File: src/hdl/hcbd_pkg.sv
// ----------------------------------------------------------------------------
// hcbd_pkg - chunked body decoder shared definitions
// types, codes and byte helpers used by the step logic and the top level
// ----------------------------------------------------------------------------
`default_nettype none

package hcbd_pkg;

  localparam int COUNT_BITS_DEF = 32;
  localparam int LIMIT_BITS     = 32;

  localparam logic [7:0] CHAR_CR = 8'h0d;
  localparam logic [7:0] CHAR_LF = 8'h0a;

  typedef enum logic [2:0] {
    PH_SIZE    = 3'd0,
    PH_DATA    = 3'd1,
    PH_TRAILER = 3'd2,
    PH_FINAL   = 3'd3,
    PH_DONE    = 3'd4
  } phase_t;

  typedef enum logic [1:0] {
    ERR_NONE  = 2'd0,
    ERR_BAD   = 2'd1,
    ERR_LARGE = 2'd2
  } err_t;

  typedef enum logic [1:0] {
    ST_CONTINUE = 2'd0,
    ST_DONE     = 2'd1,
    ST_ERROR    = 2'd2
  } status_t;

  // parser control state
  typedef struct packed {
    phase_t     phase;
    logic       seen_cr;
    logic       have_digit;
    err_t       err_kind;
  } flags_t;

  // one result transaction
  typedef struct packed {
    logic [7:0] out_byte;
    logic       payload_valid;
    logic       consumed;
    status_t    parse_status;
    err_t       error_code;
  } result_t;

  // hex digit decode: {is_hex, value}
  function automatic logic [4:0] hex_decode(input logic [7:0] c);
    logic [4:0] r;
    r = 5'd0;
    if (c inside {[8'h30:8'h39]}) begin
      r = {1'b1, 4'(c - 8'h30)};
    end else if (c inside {[8'h61:8'h66]}) begin
      r = {1'b1, 4'(c - 8'h61 + 8'd10)};
    end else if (c inside {[8'h41:8'h46]}) begin
      r = {1'b1, 4'(c - 8'h41 + 8'd10)};
    end
    return r;
  endfunction

endpackage

`default_nettype wire

File: src/hdl/hcbd_step.sv
// ----------------------------------------------------------------------------
// hcbd_step - per-byte parse logic
// next state and result for one raw byte of a chunked body
// ----------------------------------------------------------------------------
`default_nettype none

module hcbd_step #(
  parameter int COUNT_BITS = hcbd_pkg::COUNT_BITS_DEF
) (
  input  wire logic [7:0]                      in_byte,
  input  wire logic [hcbd_pkg::LIMIT_BITS-1:0] max_body_size,
  input  wire hcbd_pkg::flags_t                flags,
  input  wire logic [COUNT_BITS-1:0]           size_accum,
  input  wire logic [COUNT_BITS-1:0]           chunk_left,
  input  wire logic [COUNT_BITS-1:0]           body_total,
  output hcbd_pkg::flags_t                     flags_next,
  output logic [COUNT_BITS-1:0]                size_accum_next,
  output logic [COUNT_BITS-1:0]                chunk_left_next,
  output logic [COUNT_BITS-1:0]                body_total_next,
  output hcbd_pkg::result_t                    result
);

  localparam int SUM_W = ((COUNT_BITS > hcbd_pkg::LIMIT_BITS) ?
                          COUNT_BITS : hcbd_pkg::LIMIT_BITS) + 1;

  logic [4:0]            hex;
  logic [COUNT_BITS-1:0] add_n;
  logic [SUM_W-1:0]      grown;
  logic                  over;
  logic [COUNT_BITS-1:0] chunk_dec;
  hcbd_pkg::err_t        fail;

  assign hex = hcbd_pkg::hex_decode(in_byte);

  // one limit adder, shared: one byte in data, the new chunk size on a size line
  assign add_n = (flags.phase == hcbd_pkg::PH_DATA) ? COUNT_BITS'(1) : size_accum;
  assign grown = SUM_W'(body_total) + SUM_W'(add_n);
  assign over  = (max_body_size != '0) && (grown > SUM_W'(max_body_size));

  assign chunk_dec = chunk_left - COUNT_BITS'(1);

  always_comb begin
    flags_next             = flags;
    size_accum_next        = size_accum;
    chunk_left_next        = chunk_left;
    body_total_next        = body_total;
    result.out_byte        = 8'd0;
    result.payload_valid   = 1'b0;
    result.consumed        = 1'b1;
    result.parse_status    = hcbd_pkg::ST_CONTINUE;
    fail                   = hcbd_pkg::ERR_NONE;

    case (flags.phase)
      hcbd_pkg::PH_SIZE: begin
        if (flags.seen_cr) begin
          if (in_byte != hcbd_pkg::CHAR_LF) begin
            fail = hcbd_pkg::ERR_BAD;
          end else if (size_accum == '0) begin
            flags_next.seen_cr = 1'b0;
            flags_next.phase   = hcbd_pkg::PH_FINAL;
          end else if (over) begin
            fail = hcbd_pkg::ERR_LARGE;
          end else begin
            flags_next.seen_cr = 1'b0;
            chunk_left_next    = size_accum;
            flags_next.phase   = hcbd_pkg::PH_DATA;
          end
        end else if (in_byte == hcbd_pkg::CHAR_CR) begin
          if (!flags.have_digit) begin
            fail = hcbd_pkg::ERR_BAD;
          end else begin
            flags_next.seen_cr = 1'b1;
          end
        end else begin
          // top nibble set means another digit would overflow
          if (!hex[4] || (size_accum[COUNT_BITS-1 -: 4] != 4'd0)) begin
            fail = hcbd_pkg::ERR_BAD;
          end else begin
            size_accum_next       = {size_accum[COUNT_BITS-5:0], hex[3:0]};
            flags_next.have_digit = 1'b1;
          end
        end
      end

      hcbd_pkg::PH_DATA: begin
        if (over) begin
          fail = hcbd_pkg::ERR_LARGE;
        end else begin
          result.out_byte      = in_byte;
          result.payload_valid = 1'b1;
          body_total_next      = body_total + COUNT_BITS'(1);
          chunk_left_next      = chunk_dec;
          if (chunk_dec == '0) begin
            flags_next.phase = hcbd_pkg::PH_TRAILER;
          end
        end
      end

      hcbd_pkg::PH_TRAILER, hcbd_pkg::PH_FINAL: begin
        if (flags.seen_cr) begin
          if (in_byte != hcbd_pkg::CHAR_LF) begin
            fail = hcbd_pkg::ERR_BAD;
          end else begin
            flags_next.seen_cr = 1'b0;
            if (flags.phase == hcbd_pkg::PH_TRAILER) begin
              flags_next.phase      = hcbd_pkg::PH_SIZE;
              flags_next.have_digit = 1'b0;
              size_accum_next       = '0;
            end else begin
              flags_next.phase    = hcbd_pkg::PH_DONE;
              result.parse_status = hcbd_pkg::ST_DONE;
            end
          end
        end else if (in_byte == hcbd_pkg::CHAR_CR) begin
          flags_next.seen_cr = 1'b1;
        end else begin
          fail = hcbd_pkg::ERR_BAD;
        end
      end

      default: begin
        // done or failed: nothing more is taken
        result.consumed     = 1'b0;
        result.parse_status = hcbd_pkg::ST_DONE;
      end
    endcase

    if (fail != hcbd_pkg::ERR_NONE) begin
      flags_next.err_kind  = fail;
      flags_next.phase     = hcbd_pkg::PH_DONE;
      result.out_byte      = 8'd0;
      result.payload_valid = 1'b0;
      result.consumed      = 1'b0;
      result.parse_status  = hcbd_pkg::ST_ERROR;
    end

    result.error_code = flags_next.err_kind;
  end

endmodule

`default_nettype wire

File: src/hdl/http_chunked_body_decoder_core.sv
// ----------------------------------------------------------------------------
// http_chunked_body_decoder_core - chunked transfer body decoder
// takes the raw chunked body a byte at a time, gives one result per byte
// ----------------------------------------------------------------------------
//
//  channel   direction  handshake              payload
//  -------   ---------  ---------------------  ----------------------------------
//  input     in         in_valid / in_stall    in_byte
//  output    out        out_valid / out_stall  out_byte, payload_valid, consumed,
//                                              parse_status, error_code
//  config    in         cfg_write              cfg_data (max_body_size)
//
//  one byte per cycle sustained while out_stall is low; each byte is held in the
//  input register, then the parse logic writes its result into the result register,
//  from which its result transaction is taken
//  the parse step is a single pass of compares, a shift-add and one limit adder
//  rst is synchronous: clears parser state, limit, and both valid flags
//  a held result does not block the input register from taking one byte;
//  in_stall rises only when both the input and result registers are full
//  a new message needs rst; the error and done conditions are sticky
//
`default_nettype none

module http_chunked_body_decoder_core #(
  parameter int COUNT_BITS = hcbd_pkg::COUNT_BITS_DEF
) (
  input  wire logic                             clk,
  input  wire logic                             rst,
  // configuration
  input  wire logic                             cfg_write,
  input  wire logic [hcbd_pkg::LIMIT_BITS-1:0]  cfg_data,
  // raw byte input
  input  wire logic                             in_valid,
  output logic                                  in_stall,
  input  wire logic [7:0]                       in_byte,
  // result output
  output logic                                  out_valid,
  input  wire logic                             out_stall,
  output logic [7:0]                            out_byte,
  output logic                                  payload_valid,
  output logic                                  consumed,
  output logic [1:0]                            parse_status,
  output logic [1:0]                            error_code
);

  // limit register, zero means unlimited
  logic [hcbd_pkg::LIMIT_BITS-1:0] max_body_size;

  // input register
  logic       in_full;
  logic [7:0] in_hold;

  // parser state
  hcbd_pkg::flags_t      flags;
  logic [COUNT_BITS-1:0] size_accum;
  logic [COUNT_BITS-1:0] chunk_left;
  logic [COUNT_BITS-1:0] body_total;

  hcbd_pkg::flags_t      flags_next;
  logic [COUNT_BITS-1:0] size_accum_next;
  logic [COUNT_BITS-1:0] chunk_left_next;
  logic [COUNT_BITS-1:0] body_total_next;
  hcbd_pkg::result_t     step_result;

  // result register
  hcbd_pkg::result_t     res;

  logic advance;

  // held byte moves into the result register whenever that register is free
  // or being emptied this cycle
  assign advance  = in_full && (!out_valid || !out_stall);
  assign in_stall = in_full && out_valid && out_stall;

  hcbd_step #(
    .COUNT_BITS (COUNT_BITS)
  ) u_step (
    .in_byte         (in_hold),
    .max_body_size   (max_body_size),
    .flags           (flags),
    .size_accum      (size_accum),
    .chunk_left      (chunk_left),
    .body_total      (body_total),
    .flags_next      (flags_next),
    .size_accum_next (size_accum_next),
    .chunk_left_next (chunk_left_next),
    .body_total_next (body_total_next),
    .result          (step_result)
  );

  always_ff @(posedge clk) begin
    if (rst) begin
      max_body_size    <= '0;
      in_full          <= 1'b0;
      out_valid        <= 1'b0;
      flags.phase      <= hcbd_pkg::PH_SIZE;
      flags.seen_cr    <= 1'b0;
      flags.have_digit <= 1'b0;
      flags.err_kind   <= hcbd_pkg::ERR_NONE;
      size_accum       <= '0;
      chunk_left       <= '0;
      body_total       <= '0;
    end else begin
      if (cfg_write) begin
        max_body_size <= cfg_data;
      end

      // input register: load on a transaction, drain on advance
      if (in_valid && !in_stall) begin
        in_full <= 1'b1;
      end else if (advance) begin
        in_full <= 1'b0;
      end

      // parse step and result register
      if (advance) begin
        flags      <= flags_next;
        size_accum <= size_accum_next;
        chunk_left <= chunk_left_next;
        body_total <= body_total_next;
        out_valid  <= 1'b1;
      end else if (!out_stall) begin
        out_valid  <= 1'b0;
      end
    end
  end

  // payload registers, no reset needed
  always_ff @(posedge clk) begin
    if (in_valid && !in_stall) begin
      in_hold <= in_byte;
    end
    if (advance) begin
      res <= step_result;
    end
  end

  assign out_byte      = res.out_byte;
  assign payload_valid = res.payload_valid;
  assign consumed      = res.consumed;
  assign parse_status  = res.parse_status;
  assign error_code    = res.error_code;

  // a sticky error never changes once set
  a_err_sticky : assert property (@(posedge clk) disable iff (rst)
    (flags.err_kind != hcbd_pkg::ERR_NONE) |=> (flags.err_kind == $past(flags.err_kind)))
    else $error("error kind changed after being set");

  // done is terminal until reset
  a_done_sticky : assert property (@(posedge clk) disable iff (rst)
    (flags.phase == hcbd_pkg::PH_DONE) |=> (flags.phase == hcbd_pkg::PH_DONE))
    else $error("parser left done phase without reset");

  // payload is always a consumed byte
  a_payload_consumed : assert property (@(posedge clk) disable iff (rst)
    (out_valid && payload_valid) |-> (consumed && (parse_status == hcbd_pkg::ST_CONTINUE)))
    else $error("payload byte not marked consumed");

  // an error result always carries an error code
  a_error_code : assert property (@(posedge clk) disable iff (rst)
    (out_valid && (parse_status == hcbd_pkg::ST_ERROR)) |->
    (error_code != hcbd_pkg::ERR_NONE))
    else $error("error status without error code");

  // the data phase always has bytes left to pass
  a_chunk_left : assert property (@(posedge clk) disable iff (rst)
    (flags.phase == hcbd_pkg::PH_DATA) |-> (chunk_left != '0))
    else $error("data phase with empty chunk count");

endmodule

`default_nettype wire

File: config.mk
export PLATFORM = sky130hd
export DESIGN_NAME = http_chunked_body_decoder_core
export DESIGN_NICKNAME = d
export VERILOG_FILES = /design/src/hdl/hcbd_pkg.sv /design/src/hdl/hcbd_step.sv /design/src/hdl/http_chunked_body_decoder_core.sv
export SDC_FILE = /design/constraint.sdc
export NUM_CORES = 1
export LEC_CHECK = 0
export BUFFER_PORTS_ARGS = -buffer_cell sky130_fd_sc_hd__buf_2
export CAP_MARGIN = 20
export CORE_UTILIZATION = 35
export CTS_BUF_LIST = sky130_fd_sc_hd__clkbuf_8 sky130_fd_sc_hd__clkbuf_16
export DETAILED_ROUTE_END_ITERATION = 10
export PLACE_DENSITY_LB_ADDON = 0.05
export SLEW_MARGIN = 20
export SYNTH_ARGS = -nofsm -noshare
export SYNTH_HDL_FRONTEND = slang
export SYNTH_SLANG_ARGS = --single-unit
File: constraint.sdc
create_clock -name clk -period 6 [get_ports clk]
set_clock_uncertainty 0.15 [all_clocks]
set_input_delay 0.3 -clock clk [delete_from_list [all_inputs] [get_ports clk]]
set_output_delay 0.3 -clock clk [all_outputs]
set_load 0.01 [all_outputs]
==> impl_results.md <==
- Post-Synth XOR/XNOR Area: 0.04422
- Max-Cap Viols: 0
- Fin. Hold Viols: 0
- Min-delay worst type: in -> reg
- Slew Limit Fails: 0
- Sink Count: 159
- Mapped Nets: 1382
- Multiplexer share of the synthesized area: 0.03463
- Post-Synth Simple-Gate Area: 0.2424
- Async set-or-reset flop fraction in the synthesized netlist: 0
- Gate count of the mapped netlist: 1265
- Initial antenna violation count: 0
- Worst setup SP type: flop
- Final wirelength: 31360 µm
- Rows: 62
- Post-route ant nets: 0
- Largest net degree at the start of global routing: 75
- DIE AREA: 30110 µm²
- Max incr delay on CP: 0.67 ns
- Final RePlAce weighted congestion: 0.8653
- Initial core utilization: 0.3569
- Root Driver: clkbuf_16
- Synthesized area: 10300 µm²
- Adder-cell share of the synthesized area: 0.08820
- Worst skew pair latency: 0.44 ns
- CTS H-tree depth: 4
- Status: completed
- Critical path type: reg -> reg
- Clock Tree Buf Depth: 2
- TritonCTS buffer count: 17
- Worst Setup End Kind: flop
- DR vias/cell: 5.396
- Leakage power: 4.998 nW
- Worst hold start: rst
- Sequential area share after synthesis: 0.3305
- DIE HEIGHT: 173.5 µm
- Drc violations: 0
- Layout area overhead: 19.85%
- CTS tree: yes
- Critical Path, Cell by Cell: nor2_2 > nand2_4 > clkbuf_2 > and2_1 > ha_1 > a21o_1 > a211oi_2 > o21ai_1 > a211oi_4 > o21a_1 > o311ai_4 > o31ai_2 > nor3_1 > a311o_1 > ha_1 > buf_4 > a211o_1 > a21oi_1 > a31o_2 > and3_1 > o21ai_2 > or4b_2 > mux2i_1
- Die width: 173.5 µm
- FF+latch count, synth: 159
- Slew HR: 0.2068
- Tightest Pin Transition: 1.179 ns
- DR pass1 iterations: 5
- Critical-path maximum fanout: 7
- Drt wl/cell: 17.76 µm
- CP delay by family, top: compound AO/OA/AOI/OAI gates
- Top-level port count: 61
- Final Setup Violations: 0
- Largest family of logic cells by synthesized area: simple AND/OR/NAND/NOR gates
- Clock period minus worst slack: 5.706 ns
- Compound-Gate Fraction of Synth Area: 0.2036
- Core ar.: 28860 µm²
- CP required: 6.22 ns
- Ratio of cells with drive above 1 in the final layout: 0.1397
- Pwr Total: 2.446 mW
- Final setup margin: 0.2941 ns
- Diode count: 0
- Worst path slowest cell: or4b_2
- Iteration-0 DRC Markers: 619
- Gr usage total: 0.2108
- Arrival @ worst endpoint: 5.93 ns
- # nets final: 1486
- I/O Buffers: 60
- Final Cycle Share: 0.9510
- Synth warnings: 0
- Synth cell types: 81
- Setup slack at placement: -0.08160 ns
- DR vias: 9529
- Synth Flop Type: dfxtp_1
- Clock transition at path regs: 0.07 ns
- R2r startpoint: flags[6]
- Global-route wire length before repair: 50240 µm
- PwrDens: 198.2 nW/µm²
- EDFF count, synth: 22
- Mean post-synth cell area: 8.141 µm²
- Critical Path Start: flags[6]
- Dpl hpwl: 22650 µm
- VDD IR-drop max: 0.1744 mV
- Max frequency: 175.3 MHz
- Worst path buffer plus inverter count: 2
- Worst path most repeated cell: ha_1
- GRT overflow: 0
- Vias in the first global route: 9247
[sequential cells by signal, indices dropped and copies added, names as in the netlist, 2 cells and up]
register / cells
body_total: 32
chunk_left: 32
error_code: 2
flags: 7
in_hold: 8
max_body_size: 32
out_byte: 8
parse_status: 2
size_accum: 32
[metal layers]
layer  track usage  vias to the layer above  routed length, µm
li1              -                     4803                  -
met1        0.2839                     4517              14930
met2        0.3472                      181              14690
met3       0.03311                       28               1187
met4       0.05900                        0                550
met5             0                        -                  0
[worst paths after layout]
kind                         end  slack [ns]  cells after the start
setup / recovery        flags[4]        0.29                     23
hold / removal    size_accum[22]        0.27                      2
setup reg to reg        flags[4]        0.29                     23
hold reg to reg         flags[0]        0.34                      2
[cells by family after synthesis]
logic type	count (synthesis)
compound gates	328
xor+xnor	52
fa+ha+maj	72
buf+inv	144
flops	159
mux	35
simple gates	475
[timing repair]
action                                 CTS  global route
endpoints found under the hold margin   42             0
setup endpoints to repair               19            71
gates resized for setup                  1            26
setup buffers                            0             2
hold buffers                            42             0
pin swaps                                0            10
[area by class of cell]
cell class,instances,area (µm²)
Timing Repair Buffer,151,1121
Clock buffer,17,425.4
Multi-Input combinational cell,962,6444
Tap cell,384,480.5
Fill cell,2947,16510
Inverter,78,292.8
Clock inverter,15,176.4
Sequential cell,159,3403
[cell usage after synthesis (5+ instances only)]
library cell  number  share of area
a31oi_1            8         0.0049
dfxtp_1          137           0.27
buf_1              7         0.0026
o22ai_1            8         0.0049
xor2_1             6         0.0051
a21oi_1           92          0.045
nor3b_1            6         0.0044
and3_1            18          0.011
a21o_1            13         0.0095
o21bai_1           8         0.0058
mux2i_1           33          0.032
o21ai_0           79          0.038
a22oi_1           34          0.025
a221oi_1           6         0.0051
nor4_1            33          0.020
and2_1            39          0.024
buf_2              6         0.0029
nand2_1           63          0.023
nand2b_1          13         0.0079
ha_1              71          0.086
clkbuf_1          48          0.017
xnor2_1           46          0.039
o21a_1            12         0.0087
nand4_1           24          0.015
nor3_1            34          0.017
inv_1             77          0.028
or2_2              5         0.0030
edfxtp_1          22          0.064
a211oi_1          15          0.011
o31ai_1            6         0.0044
or3_1             12         0.0073
nor2_1           161          0.059
nand3_1           30          0.015
[power breakdown]
group / switching [mW] / internal [mW] / leakage [nW]
combinational: 0.0977 / 0.0812 / 3.38
clock: 0.519 / 0.628 / 0.288
sequential: 0.0185 / 1.10 / 1.33
total: 0.635 / 1.81 / 5.00
[placed cells by master (no fill, tap or decap), types with 45 or more instances in the layout]
cell     count
nor2_1     160
dfxtp_1    137
a21oi_1     92
inv_1       77
o21ai_0     77
ha_1        70
nand2_1     62
buf_2       59
xnor2_1     46
buf_4       45
[through the flow]
| stage | area (µm²) | util | setup TNS [ns] | std cells | hold WS (ns) |
|---|---|---|---|---|---|
| after global routing | 12340 | 0.4277 | -0.08112 | 1766 | 0.2886 |
| after global placement | 11180 | 0.3875 | 0 | 1690 | 0.3209 |
| after floorplan | 10300 | - | 0 | 1265 | 0.2489 |
| after CTS | 12210 | 0.4231 | 0 | 1764 | 0.2699 |
| final | 12340 | 0.4277 | 0 | 1766 | 0.2683 |
| after detailed placement | 11180 | 0.3875 | -0.5172 | 1690 | 0.3281 |
No activity file was read; power rests on OpenSTA's default activity.
